## config.mk

```make
export PLATFORM = sky130hd
export DESIGN_NAME = shell_command_lexer
export DESIGN_NICKNAME = d
export VERILOG_FILES = /design/src/design/scl_pkg.sv /design/src/design/scl_front.sv /design/src/design/scl_queue.sv /design/src/design/scl_back.sv /design/src/design/shell_command_lexer.sv
export SDC_FILE = /design/constraint.sdc
export NUM_CORES = 1
export LEC_CHECK = 0
export BUFFER_PORTS_ARGS = -buffer_cell sky130_fd_sc_hd__buf_4
export CAP_MARGIN = 20
export CORE_UTILIZATION = 40
export CTS_CLUSTER_DIAMETER = 30
export DETAILED_ROUTE_END_ITERATION = 6
export GPL_TIMING_DRIVEN = 0
export PLACE_DENSITY = 0.55
export SLEW_MARGIN = 0
export SYNTH_ARGS = -nofsm -noshare
export SYNTH_HDL_FRONTEND = slang
export SYNTH_SLANG_ARGS = --single-unit
```

## constraint.sdc

```tcl
create_clock -name clock -period 4.63 [get_ports clock]
set_input_delay 0.6945 -clock clock [delete_from_list [all_inputs] [get_ports clock]]
set_output_delay 0.6945 -clock clock [all_outputs]
set_load 0.01 [all_outputs]
```

## src/design/scl_pkg.sv

```systemverilog
`timescale 1ns / 1ps

package scl_pkg;

   // result codes
   localparam logic [1:0] RT_BYTE = 2'd0;
   localparam logic [1:0] RT_END  = 2'd1;
   localparam logic [1:0] RT_OK   = 2'd2;
   localparam logic [1:0] RT_ERR  = 2'd3;

   // token kinds
   localparam logic [2:0] K_WORD    = 3'd0;
   localparam logic [2:0] K_SQUOTE  = 3'd1;
   localparam logic [2:0] K_DQUOTE  = 3'd2;
   localparam logic [2:0] K_IN      = 3'd3;
   localparam logic [2:0] K_OUT     = 3'd4;
   localparam logic [2:0] K_HEREDOC = 3'd5;
   localparam logic [2:0] K_APPEND  = 3'd6;
   localparam logic [2:0] K_PIPE    = 3'd7;

   // characters of interest
   localparam logic [7:0] CH_EOL    = 8'h00;
   localparam logic [7:0] CH_SPACE  = 8'h20;
   localparam logic [7:0] CH_DQUOTE = 8'h22;
   localparam logic [7:0] CH_SQUOTE = 8'h27;
   localparam logic [7:0] CH_SEMI   = 8'h3B;
   localparam logic [7:0] CH_LT     = 8'h3C;
   localparam logic [7:0] CH_GT     = 8'h3E;
   localparam logic [7:0] CH_BSLASH = 8'h5C;
   localparam logic [7:0] CH_PIPE   = 8'h7C;

   typedef struct packed {
      logic [1:0] rtype;
      logic [2:0] kind;
      logic [7:0] value;
      logic       last;
   } result_type;

   // all results caused by one request byte (one or two)
   typedef struct packed {
      logic       two;
      result_type r0;
      result_type r1;
   } entry_type;

   function automatic result_type make_res(logic [1:0] rtype, logic [2:0] kind,
                                           logic [7:0] value);
      result_type r;
      r.rtype = rtype;
      r.kind  = kind;
      r.value = value;
      r.last  = 1'b0;
      return r;
   endfunction

endpackage

```

## src/design/scl_front.sv

```systemverilog
`timescale 1ns / 1ps

module scl_front (
   input  logic               clock,
   input  logic               reset,
   input  logic               req_valid,
   input  logic [7:0]         req_ch,
   output logic               req_stall,
   input  logic               q_full,
   output logic               push,
   output scl_pkg::entry_type push_entry
);

   localparam logic [2:0] M_IDLE = 3'd0;
   localparam logic [2:0] M_WORD = 3'd1;
   localparam logic [2:0] M_SQ   = 3'd2;
   localparam logic [2:0] M_DQ   = 3'd3;
   localparam logic [2:0] M_LT   = 3'd4;
   localparam logic [2:0] M_GT   = 3'd5;
   localparam logic [2:0] M_ERR  = 3'd6;

   logic [2:0] mode_ff, mode_in;
   logic       qne_ff, qne_in;
   logic       accept;

   // token start from a nonzero byte
   logic                st_has, st_qclr;
   logic [2:0]          st_mode;
   scl_pkg::result_type st_res;

   logic                has_a, has_c, use_st, b_has, any;
   scl_pkg::result_type res_a, res_c, b_res;
   logic [7:0]          c;
   logic [7:0]          q_ch;
   logic [2:0]          q_kind;
   logic                is_lt_gt, ends_word, is_bad;

   assign c         = req_ch;
   assign req_stall = q_full;
   assign accept    = req_valid && !q_full;

   assign is_bad    = (c == scl_pkg::CH_SEMI) || (c == scl_pkg::CH_BSLASH);
   assign ends_word = is_bad || (c == scl_pkg::CH_LT) || (c == scl_pkg::CH_GT)
                   || (c == scl_pkg::CH_PIPE) || (c == scl_pkg::CH_SPACE)
                   || (c == scl_pkg::CH_DQUOTE) || (c == scl_pkg::CH_SQUOTE);

   always_comb begin
      st_has  = 1'b0;
      st_qclr = 1'b0;
      st_mode = M_IDLE;
      st_res  = scl_pkg::make_res(scl_pkg::RT_BYTE, scl_pkg::K_WORD, c);
      priority if (c == scl_pkg::CH_SPACE) begin
         st_mode = M_IDLE;
      end else if (c == scl_pkg::CH_SQUOTE) begin
         st_mode = M_SQ;
         st_qclr = 1'b1;
      end else if (c == scl_pkg::CH_DQUOTE) begin
         st_mode = M_DQ;
         st_qclr = 1'b1;
      end else if (is_bad) begin
         st_mode = M_ERR;
         st_has  = 1'b1;
         st_res  = scl_pkg::make_res(scl_pkg::RT_ERR, scl_pkg::K_WORD, 8'd0);
      end else if (c == scl_pkg::CH_LT) begin
         st_mode = M_LT;
      end else if (c == scl_pkg::CH_GT) begin
         st_mode = M_GT;
      end else if (c == scl_pkg::CH_PIPE) begin
         st_mode = M_IDLE;
         st_has  = 1'b1;
         st_res  = scl_pkg::make_res(scl_pkg::RT_END, scl_pkg::K_PIPE, 8'd0);
      end else begin
         st_mode = M_WORD;
         st_has  = 1'b1;
      end
   end

   assign q_ch     = (mode_ff == M_SQ) ? scl_pkg::CH_SQUOTE : scl_pkg::CH_DQUOTE;
   assign q_kind   = (mode_ff == M_SQ) ? scl_pkg::K_SQUOTE : scl_pkg::K_DQUOTE;
   assign is_lt_gt = (mode_ff == M_LT);

   // results: optional prefix a, then either the token-start result or suffix c
   always_comb begin
      mode_in = mode_ff;
      qne_in  = qne_ff;
      has_a   = 1'b0;
      has_c   = 1'b0;
      use_st  = 1'b0;
      res_a   = scl_pkg::make_res(scl_pkg::RT_OK, scl_pkg::K_WORD, 8'd0);
      res_c   = scl_pkg::make_res(scl_pkg::RT_OK, scl_pkg::K_WORD, 8'd0);
      unique case (mode_ff)
         M_ERR: begin
            if (c == scl_pkg::CH_EOL) mode_in = M_IDLE;
         end
         M_SQ, M_DQ: begin
            priority if (c == scl_pkg::CH_EOL) begin
               has_a   = 1'b1;
               res_a   = scl_pkg::make_res(scl_pkg::RT_ERR, scl_pkg::K_WORD, 8'd0);
               mode_in = M_IDLE;
            end else if (c == q_ch) begin
               has_a   = qne_ff;
               res_a   = scl_pkg::make_res(scl_pkg::RT_END, q_kind, 8'd0);
               qne_in  = 1'b0;
               mode_in = M_IDLE;
            end else begin
               has_a  = 1'b1;
               res_a  = scl_pkg::make_res(scl_pkg::RT_BYTE, q_kind, c);
               qne_in = 1'b1;
            end
         end
         M_WORD: begin
            priority if (c == scl_pkg::CH_EOL) begin
               has_a   = 1'b1;
               res_a   = scl_pkg::make_res(scl_pkg::RT_END, scl_pkg::K_WORD, 8'd0);
               has_c   = 1'b1;
               mode_in = M_IDLE;
            end else if (is_bad) begin
               use_st = 1'b1;
            end else if (ends_word) begin
               has_a  = 1'b1;
               res_a  = scl_pkg::make_res(scl_pkg::RT_END, scl_pkg::K_WORD, 8'd0);
               use_st = 1'b1;
            end else begin
               has_a = 1'b1;
               res_a = scl_pkg::make_res(scl_pkg::RT_BYTE, scl_pkg::K_WORD, c);
            end
         end
         M_LT, M_GT: begin
            priority if (c == (is_lt_gt ? scl_pkg::CH_LT : scl_pkg::CH_GT)) begin
               has_a   = 1'b1;
               res_a   = scl_pkg::make_res(scl_pkg::RT_END,
                            is_lt_gt ? scl_pkg::K_HEREDOC : scl_pkg::K_APPEND, 8'd0);
               mode_in = M_IDLE;
            end else if (is_bad) begin
               use_st = 1'b1;
            end else begin
               has_a = 1'b1;
               res_a = scl_pkg::make_res(scl_pkg::RT_END,
                          is_lt_gt ? scl_pkg::K_IN : scl_pkg::K_OUT, 8'd0);
               if (c == scl_pkg::CH_EOL) begin
                  has_c   = 1'b1;
                  mode_in = M_IDLE;
               end else begin
                  use_st = 1'b1;
               end
            end
         end
         default: begin
            // idle, and the unused code behaves as idle
            mode_in = M_IDLE;
            if (c == scl_pkg::CH_EOL) has_c  = 1'b1;
            else                      use_st = 1'b1;
         end
      endcase
      if (use_st) begin
         mode_in = st_mode;
         if (st_qclr) qne_in = 1'b0;
      end
   end

   assign b_has = use_st ? st_has : has_c;
   assign b_res = use_st ? st_res : res_c;
   assign any   = has_a || b_has;

   always_comb begin
      push_entry.two = has_a && b_has;
      push_entry.r0  = has_a ? res_a : b_res;
      push_entry.r1  = b_res;
      if (has_a && b_has) push_entry.r1.last = 1'b1;
      else                push_entry.r0.last = 1'b1;
   end

   assign push = accept && any;

   always_ff @(posedge clock) begin
      if (reset) begin
         mode_ff <= M_IDLE;
         qne_ff  <= 1'b0;
      end else if (accept) begin
         mode_ff <= mode_in;
         qne_ff  <= qne_in;
      end
   end

endmodule

```

## src/design/scl_queue.sv

```systemverilog
`timescale 1ns / 1ps

module scl_queue #(
   parameter int DEPTH = 4
) (
   input  logic               clock,
   input  logic               reset,
   input  logic               push,
   input  scl_pkg::entry_type push_entry,
   output logic               full,
   input  logic               pop,
   output logic               not_empty,
   output scl_pkg::entry_type head
);

   localparam int PTR_W = (DEPTH > 1) ? $clog2(DEPTH) : 1;
   localparam int CNT_W = $clog2(DEPTH + 1);

   scl_pkg::entry_type mem_ff [DEPTH];
   logic [PTR_W-1:0]   wr_ff, wr_in, rd_ff, rd_in;
   logic [CNT_W-1:0]   cnt_ff, cnt_in;

   assign full      = (cnt_ff == CNT_W'(DEPTH));
   assign not_empty = (cnt_ff != '0);
   assign head      = mem_ff[rd_ff];

   assign wr_in = (wr_ff == PTR_W'(DEPTH - 1)) ? '0 : wr_ff + 1'b1;
   assign rd_in = (rd_ff == PTR_W'(DEPTH - 1)) ? '0 : rd_ff + 1'b1;

   always_comb begin
      cnt_in = cnt_ff;
      if (push && !pop)      cnt_in = cnt_ff + 1'b1;
      else if (pop && !push) cnt_in = cnt_ff - 1'b1;
   end

   always_ff @(posedge clock) begin
      if (reset) begin
         wr_ff  <= '0;
         rd_ff  <= '0;
         cnt_ff <= '0;
      end else begin
         if (push) wr_ff <= wr_in;
         if (pop)  rd_ff <= rd_in;
         cnt_ff <= cnt_in;
      end
   end

   always_ff @(posedge clock) begin
      if (push) mem_ff[wr_ff] <= push_entry;
   end

`ifndef SYNTHESIS
   a_no_overflow: assert property (@(posedge clock) disable iff (reset)
      cnt_ff <= CNT_W'(DEPTH)) else $error("queue count beyond depth");
   a_no_underrun: assert property (@(posedge clock) disable iff (reset)
      pop |-> not_empty) else $error("pop from empty queue");
`endif

endmodule

```

## src/design/scl_back.sv

```systemverilog
`timescale 1ns / 1ps

module scl_back (
   input  logic               clock,
   input  logic               reset,
   input  logic               q_not_empty,
   input  scl_pkg::entry_type q_head,
   output logic               pop,
   output logic               rsp_valid,
   input  logic               rsp_stall,
   output scl_pkg::result_type rsp_res
);

   logic                out_valid_ff, out_valid_in;
   logic                sec_valid_ff, sec_valid_in;
   scl_pkg::result_type out_ff, out_in;
   scl_pkg::result_type sec_ff, sec_in;
   logic                taken;

   assign taken = out_valid_ff && !rsp_stall;
   assign pop   = q_not_empty && (!out_valid_ff || (taken && !sec_valid_ff));

   always_comb begin
      out_valid_in = out_valid_ff;
      sec_valid_in = sec_valid_ff;
      out_in       = out_ff;
      sec_in       = sec_ff;
      if (taken && sec_valid_ff) begin
         out_in       = sec_ff;
         sec_valid_in = 1'b0;
      end else if (pop) begin
         out_valid_in = 1'b1;
         out_in       = q_head.r0;
         sec_in       = q_head.r1;
         sec_valid_in = q_head.two;
      end else if (taken) begin
         out_valid_in = 1'b0;
      end
   end

   always_ff @(posedge clock) begin
      if (reset) begin
         out_valid_ff <= 1'b0;
         sec_valid_ff <= 1'b0;
      end else begin
         out_valid_ff <= out_valid_in;
         sec_valid_ff <= sec_valid_in;
      end
   end

   always_ff @(posedge clock) begin
      out_ff <= out_in;
      sec_ff <= sec_in;
   end

   assign rsp_valid = out_valid_ff;
   assign rsp_res   = out_ff;

`ifndef SYNTHESIS
   a_sec_needs_out: assert property (@(posedge clock) disable iff (reset)
      sec_valid_ff |-> out_valid_ff) else $error("second result without first");
   a_first_not_last: assert property (@(posedge clock) disable iff (reset)
      (out_valid_ff && sec_valid_ff) |-> !out_ff.last)
      else $error("last flag set ahead of pending result");
`endif

endmodule

```

## src/design/shell_command_lexer.sv

```systemverilog
`timescale 1ns / 1ps

// Command-line lexer. Feed one byte per request on req_ch; a zero byte ends
// the line. Each result is a token byte, a token end with its kind, line ok or
// line error, and rsp_last marks the final result caused by a request byte.
// A byte is accepted every cycle while the result queue (QUEUE_DEPTH entries,
// one entry per byte that gives any result) has room; a result goes through the
// queue and the output register. The response port gives one result per cycle
// while rsp_stall is low, so a byte that gives two results (e.g. a word end
// followed by an operator or line ok) sends both in turn; input runs at one byte
// per cycle when each byte gives at most one result and rsp_stall is low. After
// a line error the rest of the line is swallowed silently up to its ending zero.
module shell_command_lexer #(
   parameter int QUEUE_DEPTH = 4
) (
   input  logic       clock,
   input  logic       reset,
   input  logic       req_valid,
   output logic       req_stall,
   input  logic [7:0] req_ch,
   output logic       rsp_valid,
   input  logic       rsp_stall,
   output logic [1:0] rsp_rtype,
   output logic [2:0] rsp_kind,
   output logic [7:0] rsp_value,
   output logic       rsp_last
);

   logic                q_full, q_push, q_pop, q_not_empty;
   scl_pkg::entry_type  q_in, q_head;
   scl_pkg::result_type res;

   // front: lexer state machine, classifies each request byte
   scl_front u_front (
      .clock      (clock),
      .reset      (reset),
      .req_valid  (req_valid),
      .req_ch     (req_ch),
      .req_stall  (req_stall),
      .q_full     (q_full),
      .push       (q_push),
      .push_entry (q_in)
   );

   // queue decouples lexing from result delivery
   scl_queue #(
      .DEPTH (QUEUE_DEPTH)
   ) u_queue (
      .clock      (clock),
      .reset      (reset),
      .push       (q_push),
      .push_entry (q_in),
      .full       (q_full),
      .pop        (q_pop),
      .not_empty  (q_not_empty),
      .head       (q_head)
   );

   // back: serializes one or two results per entry onto the response port
   scl_back u_back (
      .clock       (clock),
      .reset       (reset),
      .q_not_empty (q_not_empty),
      .q_head      (q_head),
      .pop         (q_pop),
      .rsp_valid   (rsp_valid),
      .rsp_stall   (rsp_stall),
      .rsp_res     (res)
   );

   assign rsp_rtype = res.rtype;
   assign rsp_kind  = res.kind;
   assign rsp_value = res.value;
   assign rsp_last  = res.last;

endmodule
```

==> metrics <==
final hold vios 0; clock-pin slew on the worst setup and hold paths around 0.06 ns; internal power 3.127 mW; Seq/Total Area, Yosys between 60% and 70%; Hold WS about 0.48 ns; cell taking the most area after synthesis edfxtp_1; vias in the first global route 3575; YS warnings 0; dominant synthesized flop cell edfxtp_1; commonest non-fill, non-tap cell in the layout edfxtp_1; setup repair bufs after CTS 0; routability cong. 0.8492; global-route wire length before repair 19510 um; RSZ-0062 raised after global routing false; Req. time, crit path 4.97 ns; DR iter-0 viols 206; PwrDens between 600 and 700 mW/mm^2; WL met2 5763 um; post-synth top area share 63.16%; number of remaining DRC errors 0; Yosys cell types 59; ys async rst share 0%; Comb pwr share 27.1%; P_sw 1.252 mW; wirelength, routed about 12000 um; Total Neg Setup Slack 0 ns; DP Wirelength 8221 um; post-CTS sizing 0; Worst Tran Pin Value ~0.92 ns; Die ar. 0.01595 mm^2; Post-Synthesis Cell Area 0.006181 mm^2; clock root cell clkbuf_16; clock network power share between 20 and 30%; Tmin final 3.491 ns; P_leak 2.528 nW; via count between 3000 and 4000; relative slew slack roughly 39%; fin nets between 400 and 500; syn nets 430; Top Ports 28; flops & latches, synth 145; Die H 126.3 um; crit path DAT 3.83 ns; Clock Tree Buf Depth 2; commonest cells after routing, fill and taps aside edfxtp_1 (130), nand2_1 (56), mux4_2 (26), buf_4 (26), clkbuf_1 (20); post-route antenna net violation count 0; area delta synth->final 15.65%; Post-synth EDFFs 130; setup ws final 1.139 ns; fin area 0.007148 mm^2; Inserted Clock Buffers 17; worst skew pair latency 0.41 ns; Ant. Diodes 0; Setup Skew 0.009828 ns; status completed; share of cells above drive strength 1 20.47%; Cell Area, Placed about 0.0066 mm^2; Peak VDD IR 0.0002515 V; area of the core 0.01515 mm^2; Vias/cell roughly 5.4; GRT overflow 0; row cnt 45; largest net degree at the start of global routing 27; effective utilization at floorplan 40.81%; htree depth 4; Startpoint Class input pin; CP Class in -> reg; Pre-antenna DRT Iters 4; switching share of power ~29%; CTS tree yes; final setup fails 0; dpl ws 0.7172 ns; Worst Setup End Kind flip-flop; reg-to-reg slack, setup 1.32 ns; Critical Path Fanout Max 10; initial antenna violation count 0; sequential power share 45.1%; Worst Hold Class reg -> reg; FMAX 286.5 MHz; Post-Synthesis Cells a little over 400; Port Buffer Count 26; Mean Syn Cell Area 15.04 um^2; WL/cell 18.55 um; Metal-1 WL a little under 6000 um; post-route clock period utilization between 70% and 80%; Max Cap Viol 0; CTS Hold Bufs 0; Tot GR Track Use 16.45%; die width 126.3 um; clock sinks 145; Top Layer Used met4; Pins Over Slew Limit 0; met3 wire len 382 um; top cells by area, synth edfxtp_1 (63%), mux4_2 (9.5%), dfxtp_1 (4.9%), nand2_1 (3.4%), ha_1 (1.2%)
==> power groups by stage <==
stage               Sequential [mW]  Clock, mW  Combinational, mW
finish                         1.97       1.22               1.19
detailed placement             2.00          0               1.21
global route                   2.00       1.29               1.32
global placement               1.99          0               1.20
floorplan                      2.02          0              0.795
CTS                            1.98       1.24               1.22
==> synth_stat cells (3+ instances only) <==
cell type	count
a21boi_1	5
or2_2	3
o21ai_0	12
or3_1	6
nand4_1	7
a21oi_1	11
mux4_2	26
edfxtp_1	130
nor4_1	3
buf_2	3
a31oi_1	3
and3_1	3
mux2i_1	3
clkbuf_1	15
nor3_1	9
nor2_1	14
dfxtp_1	15
nand2b_1	5
inv_1	12
and2_1	11
ha_1	6
nand3_1	6
nand2_1	56
==> area by class of cell <==
type | instances | area [um^2]
fill | 1324 | 7998
buffer | 21 | 83.83
sequential | 145 | 4204
multi-input combinational | 233 | 1853
timing repair buffer | 26 | 195.2
clock buffer | 26 | 499.2
tap | 188 | 235.2
clock inverter | 6 | 32.53
inverter | 12 | 45.04
==> metrics by stage <==
stage,power [mW],cells,util (%)
2_1_floorplan,2.811,411,-
6_report,4.379,657,47.20
3_3_place_gp,3.188,625,43.65
3_5_place_dp,3.217,625,43.68
4_1_cts,4.437,657,47.20
5_1_grt,4.608,657,47.20
==> cell families (layout without fill, tap and decap cells) <==
| family | count (synthesis) | count (layout) | synth area share (%) |
|---|---|---|---|
| flops | 145 | 145 | 68.02 |
| simple gates | 140 | 140 | 11.78 |
| compound gates | 55 | 55 | 6.336 |
| buf+inv | 33 | 91 | 2.085 |
| mux | 29 | 29 | 9.960 |
| fa+ha+maj | 7 | 7 | 1.538 |
| xor+xnor | 2 | 2 | 0.2835 |
==> routing by layer <==
layer | up-vias | GRT usage, %
met5 | - | 0
met4 | 0 | 6.024
met3 | 14 | 3.627
met2 | 62 | 25.77
met1 | 1788 | 22.65
li1 | 1682 | -
==> critical path: stages <==
cell       delay [ns]
buf_2            0.16
or4_1            0.62
a2111oi_2        0.41
a31oi_1          0.07
o2bb2ai_1        0.27
a21oi_2          0.27
ha_1             0.21
inv_1            0.07
fa_1             0.43
xor2_1           0.17
or3_1            0.30
a21oi_1          0.15
==> sequential cells by signal (all words and copies together), names as in the netlist, named ones only <==
signal,flops
u_queue.wr_ff,2
u_front.qne_ff,1
u_back.sec_ff,12
u_queue.mem_ff,104
u_back.rsp_res,14
u_queue.rd_ff,2
u_back.sec_valid_ff,1
u_back.rsp_valid,1
u_front.mode_ff,3
u_queue.cnt_ff,3
==> final timing paths <==
kind         cells past startpoint                             from                             end
max                             12                        req_ch[1]  u_queue.cnt_ff[2]$_SDFFE_PP0P_
min reg2reg                      2    u_queue.rd_ff[1]$_SDFFE_PP0P_   u_queue.rd_ff[1]$_SDFFE_PP0P_
min                              2    u_queue.rd_ff[1]$_SDFFE_PP0P_   u_queue.rd_ff[1]$_SDFFE_PP0P_
max reg2reg                     12  u_front.mode_ff[2]$_SDFFE_PP0P_  u_queue.cnt_ff[2]$_SDFFE_PP0P_
Note: power is estimated with default switching activity, not from simulation.
